**config.mk**
```make
export PLATFORM = sky130hd
export DESIGN_NAME = tlv_crash_record_parser_top
export DESIGN_NICKNAME = d
export VERILOG_FILES = /design/src/rtl/core/tlvcr_pkg.sv /design/src/rtl/core/tlvcr_in_stage.sv /design/src/rtl/core/tlvcr_parse.sv /design/src/rtl/core/tlvcr_out_stage.sv /design/src/rtl/core/tlv_crash_record_parser_top.sv
export VERILOG_INCLUDE_DIRS = /design/src /design/src/rtl/core
export SDC_FILE = /design/constraint.sdc
export NUM_CORES = 1
export LEC_CHECK = 0
export BUFFER_PORTS_ARGS = -buffer_cell sky130_fd_sc_hd__buf_2
export CAP_MARGIN = 40
export CORE_MARGIN = 8
export CORE_UTILIZATION = 42
export CTS_BUF_LIST = sky130_fd_sc_hd__clkbuf_2 sky130_fd_sc_hd__clkbuf_4 sky130_fd_sc_hd__clkbuf_8
export DETAILED_ROUTE_END_ITERATION = 10
export PLACE_DENSITY = 0.67
export SLEW_MARGIN = 30
export SYNTH_ARGS = -nofsm -noshare
export SYNTH_HDL_FRONTEND = slang
export SYNTH_SLANG_ARGS = --single-unit
export TNS_END_PERCENT = 10
```
**constraint.sdc**
```tcl
create_clock -name clk -period 4.35 [get_ports clk]
set_clock_uncertainty 0.05 [all_clocks]
set_input_delay 0.2175 -clock clk [delete_from_list [all_inputs] [get_ports clk]]
set_output_delay 0.2175 -clock clk [all_outputs]
set_load 0.01 [all_outputs]
```
**src/rtl/core/tlv_crash_record_parser_top_macros.svh**
```systemverilog
// Assertion macros shared by the crash-record parser RTL.
// Needs clk and rst_n in scope at the place of use.
`ifndef TLV_CRASH_RECORD_PARSER_TOP_MACROS_SVH
`define TLV_CRASH_RECORD_PARSER_TOP_MACROS_SVH

// same-cycle implication, checked out of reset
`define TLVCR_ASSERT_NOW(label, ante, cons, msg) \
    label: assert property (@(posedge clk) disable iff (!rst_n) (ante) |-> (cons)) \
        else $error(msg);

// next-cycle implication, checked out of reset
`define TLVCR_ASSERT_NEXT(label, ante, cons, msg) \
    label: assert property (@(posedge clk) disable iff (!rst_n) (ante) |=> (cons)) \
        else $error(msg);

`endif

```
**src/rtl/core/tlvcr_pkg.sv**
```systemverilog
// Types, codes and helpers for the crash-record parser.
// No dependencies; used by every module in rtl/core.
package tlvcr_pkg;

    localparam int ADDR_BYTES = 4;
    localparam int PC_W       = 8 * ADDR_BYTES;

    // word fields
    localparam int OUT_DATA_W = 64;
    localparam int OUT_USER_W = 2;

    typedef enum logic [3:0] {
        PH_EVENT = 4'b0001,
        PH_RHDR  = 4'b0010,
        PH_VALUE = 4'b0100,
        PH_DONE  = 4'b1000
    } phase_t;

    localparam logic [1:0] KIND_EVENT   = 2'd0;
    localparam logic [1:0] KIND_RHDR    = 2'd1;
    localparam logic [1:0] KIND_VALUE   = 2'd2;
    localparam logic [1:0] KIND_IGNORED = 2'd3;

    localparam logic [2:0] ST_RUNNING   = 3'd0;
    localparam logic [2:0] ST_COMPLETE  = 3'd1;
    localparam logic [2:0] ST_BAD_CODE  = 3'd2;
    localparam logic [2:0] ST_BAD_LEN   = 3'd3;
    localparam logic [2:0] ST_HDR_TRUNC = 3'd4;
    localparam logic [2:0] ST_REC_ERR   = 3'd5;

    localparam logic [7:0] EVENT_CODE   = 8'hFF;

    localparam logic [7:0] T_FIRST_KNOWN = 8'h01;
    localparam logic [7:0] T_LAST_KNOWN  = 8'h07;
    localparam logic [7:0] T_AUX_REGS    = 8'h06;

    typedef struct packed {
        logic [7:0] dump_byte;
        logic       end_of_dump;
    } item_t;

    typedef struct packed {
        logic [1:0]      record_kind;
        logic [7:0]      record_type;
        logic [7:0]      value_offset;
        logic [7:0]      data_byte;
        logic [2:0]      status;
        logic            finished;
        logic            pc_found;
        logic [PC_W-1:0] pc_value;
    } result_t;

    function automatic logic type_known(input logic [7:0] t);
        type_known = (t >= T_FIRST_KNOWN) && (t <= T_LAST_KNOWN);
    endfunction

    // fixed value sizes of the known record types
    function automatic logic size_ok(input logic [7:0] t, input logic [7:0] len);
        case (t)
            8'h01:   size_ok = (len == 8'd1);
            8'h02:   size_ok = (len == 8'd2);
            8'h03:   size_ok = (len == 8'd1);
            8'h04:   size_ok = (len == 8'd1);
            8'h05:   size_ok = (len == 8'(5 * ADDR_BYTES));
            8'h06:   size_ok = (len == 8'(4 * ADDR_BYTES)) || (len == 8'(7 * ADDR_BYTES));
            8'h07:   size_ok = (len == 8'd1);
            default: size_ok = 1'b1;
        endcase
    endfunction

endpackage

```
**src/rtl/core/tlvcr_in_stage.sv**
```systemverilog
// Input register of the crash-record parser: holds one accepted byte.
// Depends on tlvcr_pkg.
module tlvcr_in_stage
    import tlvcr_pkg::*;
(
    input  logic       clk,
    input  logic       rst_n,
    input  logic       s_tvalid,
    output logic       s_tready,
    input  logic [7:0] s_tdata,   // [7:0] dump_byte
    input  logic       s_tlast,   // end_of_dump
    input  logic       advance,
    output logic       item_valid,
    output item_t      item
);

    logic  valid_reg;
    item_t item_reg;

    assign s_tready   = !valid_reg || advance;
    assign item_valid = valid_reg;
    assign item       = item_reg;

    always_ff @(posedge clk or negedge rst_n)
    begin
        if (!rst_n)
        begin
            valid_reg <= 1'b0;
        end
        else if (s_tready)
        begin
            valid_reg <= s_tvalid;
        end
    end

    always_ff @(posedge clk)
    begin
        if (s_tvalid && s_tready)
        begin
            item_reg.dump_byte   <= s_tdata;
            item_reg.end_of_dump <= s_tlast;
        end
    end

endmodule

```
**src/rtl/core/tlvcr_parse.sv**
```systemverilog
// Parser state and per-byte tagging logic of the crash-record parser.
// Depends on tlvcr_pkg and the assertion macro header.
`include "tlv_crash_record_parser_top_macros.svh"

module tlvcr_parse
    import tlvcr_pkg::*;
(
    input  logic    clk,
    input  logic    rst_n,
    input  logic    step,
    input  item_t   item,
    output result_t res
);

    localparam logic [7:0] PC_FIRST = 8'(ADDR_BYTES);
    localparam logic [7:0] PC_LAST  = 8'(2 * ADDR_BYTES - 1);

    phase_t          phase_reg,  phase_next;
    logic [7:0]      count_reg,  count_next;
    logic [7:0]      type_reg,   type_next;
    logic [7:0]      len_reg,    len_next;
    logic [8:0]      rem_reg,    rem_next;
    logic [PC_W-1:0] pc_reg,     pc_next;
    logic            seen_reg,   seen_next;
    logic [2:0]      fstat_reg,  fstat_next;

    logic [7:0]  b;
    logic        eod;
    logic [2:0]  st;
    logic [1:0]  kind;
    logic [7:0]  rtype;
    logic [7:0]  eff_len;
    logic [9:0]  len_plus2;
    logic        early_ok;
    logic [10:0] rem_left;
    logic        rec_bad;

    assign b   = item.dump_byte;
    assign eod = item.end_of_dump;

    // length that an early end inside the value is judged against
    assign eff_len   = (phase_reg == PH_RHDR) ? b : len_reg;
    assign len_plus2 = {2'b0, eff_len} + 10'd2;
    assign early_ok  = !type_known(type_reg) && ({1'b0, rem_reg} <= len_plus2);
    assign rem_left  = {2'b0, rem_reg} - {3'b0, len_reg} - 11'd2;
    assign rec_bad   = !size_ok(type_reg, b) || (b == 8'd0) || ({1'b0, b} > rem_reg);

    always_comb
    begin
        phase_next = phase_reg;
        count_next = count_reg;
        type_next  = type_reg;
        len_next   = len_reg;
        rem_next   = rem_reg;
        pc_next    = pc_reg;
        seen_next  = seen_reg;
        fstat_next = fstat_reg;
        st         = ST_RUNNING;
        kind       = KIND_IGNORED;
        rtype      = 8'd0;

        case (phase_reg)
            PH_EVENT:
            begin
                kind = KIND_EVENT;
                if (count_reg == 8'd0)
                begin
                    type_next = b;
                end
                if (count_reg == 8'd1)
                begin
                    len_next = b;
                end
                if (count_reg < 8'd4)
                begin
                    count_next = count_reg + 8'd1;
                    if (eod)
                    begin
                        st = ST_HDR_TRUNC;
                    end
                end
                else if (type_reg != EVENT_CODE)
                begin
                    st = ST_BAD_CODE;
                end
                else if (len_reg <= 8'd3)
                begin
                    st = ST_BAD_LEN;
                end
                else
                begin
                    rem_next   = {1'b0, len_reg} - 9'd3;
                    phase_next = PH_RHDR;
                    count_next = 8'd0;
                    type_next  = 8'd0;
                    len_next   = 8'd0;
                    if (eod)
                    begin
                        st = ST_REC_ERR;
                    end
                end
            end
            PH_RHDR:
            begin
                kind = KIND_RHDR;
                if (count_reg == 8'd0)
                begin
                    type_next  = b;
                    rtype      = b;
                    count_next = 8'd1;
                    if (eod)
                    begin
                        st = ST_REC_ERR;
                    end
                end
                else
                begin
                    rtype    = type_reg;
                    len_next = b;
                    if (rec_bad)
                    begin
                        st = ST_REC_ERR;
                    end
                    else
                    begin
                        phase_next = PH_VALUE;
                        count_next = 8'd0;
                        if (eod)
                        begin
                            st = early_ok ? ST_COMPLETE : ST_REC_ERR;
                        end
                    end
                end
            end
            PH_VALUE:
            begin
                kind  = KIND_VALUE;
                rtype = type_reg;
                // program counter bytes of an aux-register record, big-endian
                if (type_reg == T_AUX_REGS && count_reg >= PC_FIRST && count_reg <= PC_LAST)
                begin
                    pc_next = {pc_reg[PC_W-9:0], b};
                    if (count_reg == PC_LAST)
                    begin
                        seen_next = 1'b1;
                    end
                end
                if ({1'b0, count_reg} + 9'd1 >= {1'b0, len_reg})
                begin
                    if (rem_left[10] || rem_left == 11'd0)
                    begin
                        rem_next = 9'd0;
                        st       = ST_COMPLETE;
                    end
                    else
                    begin
                        rem_next   = rem_left[8:0];
                        phase_next = PH_RHDR;
                        count_next = 8'd0;
                        if (eod)
                        begin
                            st = ST_REC_ERR;
                        end
                    end
                end
                else
                begin
                    count_next = count_reg + 8'd1;
                    if (eod)
                    begin
                        st = early_ok ? ST_COMPLETE : ST_REC_ERR;
                    end
                end
            end
            default:
            begin
                kind = KIND_IGNORED;
                st   = fstat_reg;
            end
        endcase

        res.finished = (phase_reg != PH_DONE) && (st != ST_RUNNING);
        if (res.finished)
        begin
            fstat_next = st;
            phase_next = PH_DONE;
        end

        res.record_kind  = kind;
        res.record_type  = rtype;
        res.value_offset = (phase_reg == PH_DONE) ? 8'd0 : count_reg;
        res.data_byte    = b;
        res.status       = st;
        res.pc_found     = seen_next;
        res.pc_value     = seen_next ? pc_next : '0;

        // end mark: back to the start for the next dump
        if (eod)
        begin
            phase_next = PH_EVENT;
            count_next = 8'd0;
            type_next  = 8'd0;
            len_next   = 8'd0;
            rem_next   = 9'd0;
            pc_next    = '0;
            seen_next  = 1'b0;
            fstat_next = ST_RUNNING;
        end
    end

    always_ff @(posedge clk or negedge rst_n)
    begin
        if (!rst_n)
        begin
            phase_reg <= PH_EVENT;
            count_reg <= 8'd0;
            type_reg  <= 8'd0;
            len_reg   <= 8'd0;
            rem_reg   <= 9'd0;
            pc_reg    <= '0;
            seen_reg  <= 1'b0;
            fstat_reg <= ST_RUNNING;
        end
        else if (step)
        begin
            phase_reg <= phase_next;
            count_reg <= count_next;
            type_reg  <= type_next;
            len_reg   <= len_next;
            rem_reg   <= rem_next;
            pc_reg    <= pc_next;
            seen_reg  <= seen_next;
            fstat_reg <= fstat_next;
        end
    end

    `TLVCR_ASSERT_NOW(a_fin_has_status, step && res.finished, res.status != ST_RUNNING, "finished with running status")
    `TLVCR_ASSERT_NOW(a_ignored_not_fin, step && res.record_kind == KIND_IGNORED, !res.finished, "ignored byte marked finished")
    `TLVCR_ASSERT_NOW(a_pc_zero, step && !res.pc_found, res.pc_value == '0, "counter shown before found")
    `TLVCR_ASSERT_NEXT(a_eod_resets, step && eod, phase_reg == PH_EVENT && !seen_reg && count_reg == 8'd0, "state not reset after end mark")

endmodule

```
**src/rtl/core/tlvcr_out_stage.sv**
```systemverilog
// Result register of the crash-record parser and the master-side word packing.
// Depends on tlvcr_pkg.
module tlvcr_out_stage
    import tlvcr_pkg::*;
(
    input  logic                  clk,
    input  logic                  rst_n,
    input  logic                  item_valid,
    input  result_t               res,
    output logic                  advance,
    output logic                  m_tvalid,
    input  logic                  m_tready,
    output logic [OUT_DATA_W-1:0] m_tdata,
    output logic [OUT_USER_W-1:0] m_tuser,
    output logic                  m_tlast
);

    logic    valid_reg;
    result_t res_reg;

    assign advance  = !valid_reg || m_tready;
    assign m_tvalid = valid_reg;
    assign m_tuser  = res_reg.record_kind;
    assign m_tlast  = res_reg.finished;
    assign m_tdata  = {4'b0, res_reg.pc_value, res_reg.pc_found, res_reg.status,
                       res_reg.data_byte, res_reg.value_offset, res_reg.record_type};

    always_ff @(posedge clk or negedge rst_n)
    begin
        if (!rst_n)
        begin
            valid_reg <= 1'b0;
        end
        else if (advance)
        begin
            valid_reg <= item_valid;
        end
    end

    always_ff @(posedge clk)
    begin
        if (item_valid && advance)
        begin
            res_reg <= res;
        end
    end

endmodule

```
**src/rtl/core/tlv_crash_record_parser_top.sv**
```systemverilog
// Top level of the crash-record TLV parser: byte stream in, tagged words out.
// Depends on tlvcr_pkg, tlvcr_in_stage, tlvcr_parse and tlvcr_out_stage.
//
// Usage
//   Slave side: one dump byte per word in s_tdata[7:0]; s_tlast marks the
//   final byte of a dump. Master side: one tagged word per input byte, in
//   order. m_tuser carries the record kind (event header, record header,
//   record value, ignored after finish); m_tlast is set on the byte on which
//   parsing ended (complete or first error).
//   A byte taken into the input register is tagged by the parse logic
//   and captured in the result register when the master side is free.
//   Throughput: one byte per cycle while m_tready is high; the input and
//   result registers keep both sides moving, the parse step is combinational.
//   Stall: when m_tready is low with a word waiting, the result register
//   holds, and the input register takes at most one more byte before
//   s_tready drops.
//   Reset: rst_n clears both registers' valid flags and the parser state to
//   the start of an event header. A word with s_tlast also returns the
//   parser to that state, program counter latch included, once tagged.
module tlv_crash_record_parser_top
    import tlvcr_pkg::*;
(
    input  logic                  clk,
    input  logic                  rst_n,
    input  logic                  s_tvalid,
    output logic                  s_tready,
    input  logic [7:0]            s_tdata,   // [7:0] dump_byte
    input  logic                  s_tlast,   // end_of_dump
    output logic                  m_tvalid,
    input  logic                  m_tready,
    // [7:0] record_type, [15:8] value_offset, [23:16] data_byte,
    // [26:24] status, [27] pc_found, [59:28] pc_value, [63:60] zero
    output logic [OUT_DATA_W-1:0] m_tdata,
    output logic [OUT_USER_W-1:0] m_tuser,   // [1:0] record_kind
    output logic                  m_tlast    // finished
);

    logic    advance;
    logic    item_valid;
    item_t   item;
    result_t res;

    tlvcr_in_stage u_in (
        .clk        (clk),
        .rst_n      (rst_n),
        .s_tvalid   (s_tvalid),
        .s_tready   (s_tready),
        .s_tdata    (s_tdata),
        .s_tlast    (s_tlast),
        .advance    (advance),
        .item_valid (item_valid),
        .item       (item)
    );

    // state advances only when the byte moves into the result register
    tlvcr_parse u_parse (
        .clk   (clk),
        .rst_n (rst_n),
        .step  (item_valid && advance),
        .item  (item),
        .res   (res)
    );

    tlvcr_out_stage u_out (
        .clk        (clk),
        .rst_n      (rst_n),
        .item_valid (item_valid),
        .res        (res),
        .advance    (advance),
        .m_tvalid   (m_tvalid),
        .m_tready   (m_tready),
        .m_tdata    (m_tdata),
        .m_tuser    (m_tuser),
        .m_tlast    (m_tlast)
    );

endmodule

```
======== Word level (Yosys, flattened, before mapping) ========
Cells that the tools add are included.
Widths: inputs -> output; s select.
cells by class
  add/sub/neg operators ................... 6
  $lt $le $gt $ge ......................... 9
  eq/ne operators ......................... 36
  mux-type cells .......................... 64
  reductions and logical operators ........ 33
operator list
  cell                   number
  $mux 8                 20
  $mux 32                3
  $mux 9                 6
  $pmux 8 s2             3
  $eq 8x3->1 const B     5
  $mux 3                 13
  $mux 4                 9
  $ne 4x3->1 const B     8
  $eq 8x1->1 const B     3
  $eq 8x2->1 const B     3
  $eq 8x5->1 const B     3
  $pmux 8 s3             1
  $pmux 9 s2             1
  $le 8x3->1 const B     2
  $logic_not 8->1        2
  $ne 3x3->1 const B     4
  $ne 4x4->1 const B     3
  $pmux 4 s3             1
  $reduce_and 6->1       2
  $logic_not 11->1       1
  $sub 11x2->11 const B  1
  $le 9x10->1            1
  $sub 9x8->10           1
  $add 8x1->9 const B    1
  other kinds (31)       51
storage, ports and cells
  flip-flop bits (word level) ............. 147
  bits of input ports ..................... 13
  output and inout bits ................... 69
  logic and storage cells ................. 168

======== Depth between registers and ports, before layout ========
  depth in word-level cells ............... 14
  depth in mapped cells ................... 22

======== Cells and area by module ========
A second synthesis with hierarchy kept.
unflattened totals
  cells, all modules ...................... 832
  area total of the unflattened synthesis .. 8388.0 um^2
modules (own cells, without submodules)
  module                       instances  cells each  area each (um^2)  seq. area each (um^2)
  tlvcr_parse                  1          746         6078.3            1828.0
  tlvcr_out_stage              1          72          1979.4            1916.8
  tlvcr_in_stage               1          13          324.1             295.3
  tlv_crash_record_parser_top  1          1           6.3               0.0

======== Least setup slack after synthesis ========
No wires, ideal clock.
  kind .................................... reg2reg
  from .................................... reg u_parse.phase_reg[0]
  to ...................................... reg u_out.res_reg (netlist bit u_out.m_tlast), data pin
  arrival ................................. 4080 ps
  required time ........................... 4046 ps
  slack ................................... -34 ps
  cell stages (with the launch flop) ...... 21
  buffers on the path ..................... 2
  period minus slack after synthesis ...... 4384 ps
  cells stage by stage .................... dfstp_2 > inv_1 > and3_1 > buf_6 > clkbuf_1 > o21ai_0 > ha_1 > nor3b_1 > o21ai_0 > xnor2_1 > ha_1 > a22o_1 > nor4_1 > a32oi_1 > a211oi_1 > o221ai_1 > a221oi_1 > o31ai_2 > a21oi_2 > or2_1 > inv_1
RTL lines
  element                 RTL line               source
  from (decl)             tlvcr_parse.sv:18      phase_t phase_reg, phase_next;
  from (signal assigned)  tlvcr_parse.sv:226     phase_reg <= phase_next;
  to (signal assigned)    tlvcr_out_stage.sv:44  res_reg <= res;
  to (decl)               tlvcr_out_stage.sv:19  result_t res_reg;

==> flow_summary.yaml <==
global_route:
  grt_pass1_wl_um: 35500
  first_global_vias: 6734
  grt_max_degree: 76
  antenna_found_initial: 0
  grt-ovfl-total: 0
  track_usage_pct: 18.2
routing:
  drt_iter0_drc: 578
  drc: 0
  drtPass1Iterations: 5
  post_drt_wl_per_cell_um: 17.9
  routed_wl_um: 22200
  viasPerCell: 5.66
  dr_total_vias: 7028
  ant_nets: 0
yosys:
  synth-simple-area-share_pct: 16.5
  synthMuxAreaShare_pct: 0.356
  synth_top_area_share_pct: 25.6
  avgSynthCellArea_um2: 9.79
  ys_ff_latch: 147
  synth-edff-count: 72
  synth_warnings: 0
  synthArstFlopShare_pct: 51.0
  seq_area_frac_synth_pct: 47.9
  synth_area_leaders: "edfxtp_1 (26%), dfrtp_1 (22%), nand2_1 (6.1%)"
  synthAdderAreaFrac_pct: 6.02
  synth_top_family_by_area: "compound AO/OA/AOI/OAI gates"
  yosys.area_share.xor_xnor_pct: 3.01
  ys.flop_type: "dfrtp_1"
  yosysUniqueCellTypes: 83
  synthTopCellsByCount: "nand2_1 (136), dfrtp_1 (74), edfxtp_1 (72), a21oi_1 (58), o21ai_0 (55)"
  synthCells: 861
  syn_area_um2: 8430
  synth_top_cell_by_area: "edfxtp_1"
  synthMostInstantiatedCell: "nand2_1"
  synth_compound_area_share_pct: 21.9
clock_network:
  numCtsBuffers: 17
  worstSkewPairLatency_ps: 470
  clockRootBuffer: "clkbuf_8"
  clk_path_buf_depth: 2
  cts_tree: "done"
  path_clk_slew_ps: 80
  cts-htree-levels: 4
  cts.sinks: 147
critical_path:
  path_cells: "nor2_4, and3_4, nand2_1, o21ai_1, ha_2, nor3b_2, o21ai_0, xnor2_1, ha_1, a22o_1, nor4_1, a32oi_1, a211oi_1, o221ai_1, a221oi_2, o31ai_2, a21oi_2, or2_1, inv_1"
  path_class: "reg -> reg"
  path_delay_family: "compound AO/OA/AOI/OAI gates"
  cp_num_buf_inv: 1
  required_ps: 4520
  cpMaxStageDelayCell: "dfrtp_1"
  endpoint_kind: "flop"
  worstPathArrival_ps: 4340
  start_kind: "flop"
  path_max_fanout: 6
  cpPeakStageDelay_ps: 410
sta:
  period_share_pct: 95.8
  post-route-worst-setup-slack_ps: 181
  tightest_slew_ps: 743
  fmax_ghz: 0.240
  setup_viol: 0
  hold_violations: 0
  drv_slew: 0
  fin_crit_ps: 4170
  relSlewSlack_pct: 50.5
pwr:
  powerDensity_nw_per_um2: 696
  p_sw_w: 0.00288
  irDropWorstVdd_v: 0.000318
  power_frac_clock_pct: 17.1
  netSwitchingFraction_pct: 42.1
  leakage_nw: 4.08
  p_total_w: 0.00683
  seqPwrFrac_pct: 32.3
  combPwrFrac_pct: 50.6
  p_int_w: 0.00395
final_layout:
  largest_reg_flops: 60
  antenna_cells: 0
  final_nets: 1011
  drive_gt1_share_pct: 18.4
  fin_cells: 1241
  areaGrowthSynthToFinish_pct: 16.4
place:
  gp_congestion: 0.903
  portBuffers: 77
  pre_cts_ws_ps: -76.3
  dpl.cell_count: 1194
  dp_hpwl_um: 15400
floorplanning:
  core_um2: 20000
  die-area_um2: 24900
  die_h_um: 158
  io_pins: 82
  initial_utilization_pct: 42.2
  placementRows: 52
  die_w_um: 158
run:
  maxCapViolCount: 0
hold_path:
  hp-class: "in -> async"
run_status:
  status: "completed"
[final timing paths]
| kind | startpoint | endpoint | slack, ps | depth (start not counted) |
|---|---|---|---|---|
| worst min-delay path | rst_n | u_parse.pc_reg[4] | 310 | 2 |
| worst min register to register | u_parse.pc_reg[26] | u_parse.pc_reg[26] | 440 | 2 |
| max in group asynchronous | rst_n | u_parse.pc_reg[26] | 3430 | 2 |
| min in group clk | s_tdata[1] | u_in.item[2] | 410 | 2 |
| worst max register to register | u_parse.phase_reg[2] | u_out.m_tlast | 180 | 19 |
| worst max-delay path | u_parse.phase_reg[2] | u_out.m_tlast | 180 | 19 |
[layout make-up]
cell class | count | area [um2]
Tap cell | 270 | 338
Timing Repair Buffer | 126 | 790
Inverter | 33 | 124
Clock inverter | 13 | 184
Multi-Input combinational cell | 633 | 4090
Sequential cell | 147 | 4040
Fill cell | 1855 | 10200
Clock buffer | 19 | 249
[per-layer routing]
metal	wire length (um)	vias to the layer above	track usage, %
li1	-	3341	-
met1	9500	3393	23.3
met2	10700	253	29.9
met3	1390	41	3.22
met4	614	0	7.52
met5	0	-	0
[power groups by stage]
stage                     clock network, W  logic (W)  registers (W)
after floorplan                          0    0.00257        0.00212
after global placement                   0    0.00333        0.00221
after detailed placement                 0    0.00338        0.00222
after CTS                          0.00119    0.00340        0.00219
after global routing               0.00123    0.00385        0.00225
final                              0.00117    0.00346        0.00221
[stage by stage]
step	TNS, ps	hold WS, ps	util, %	area (um2)
6_report	0	308	49.1	9810
5_1_grt	-46.5	378	49.1	9810
4_1_cts	0	333	49.0	9780
3_5_place_dp	-134	258	46.1	9210
3_3_place_gp	0	344	46.1	9210
2_1_floorplan	0	-128	-	8440
[worst register-to-register path, stage by stage (launching register included)]
cell	delay, ps
dfrtp_1	410
nor2_4	160
and3_4	240
nand2_1	60
o21ai_1	110
ha_2	220
nor3b_2	200
o21ai_0	140
xnor2_1	160
ha_1	320
a22o_1	240
nor4_1	190
a32oi_1	160
a211oi_1	230
o221ai_1	200
a221oi_2	280
o31ai_2	130
a21oi_2	210
or2_1	160
inv_1	50
[cell usage in the layout (no fill, tap or decap), types with 32 or more instances in the layout]
| cell type | count |
|---|---|
| o21ai_0 | 53 |
| inv_1 | 32 |
| buf_4 | 35 |
| nor2_1 | 43 |
| buf_2 | 77 |
| dfrtp_1 | 74 |
| edfxtp_1 | 72 |
| a21boi_0 | 33 |
| nand2_1 | 135 |
| a21oi_1 | 57 |
| a22o_1 | 32 |
| ha_1 | 38 |
[kinds of logic after synthesis]
family | after synthesis
flops | 147
other cells | 1
compound gates | 267
mux | 3
xor+xnor | 29
buf+inv | 84
fa+ha+maj | 40
simple gates | 290
[what timing repair did]
action | 4_1_cts | 5_1_grt
gates cloned | 0 | 0
gates resized for setup | 2 | 6
setup endpoints to repair | 4 | 8
setup buffers | 0 | 1
hold buffers | 13 | 0
hold endpoints to repair | 85 | 0
pin swaps | 0 | 5
Power figures use the tool's default switching activity.
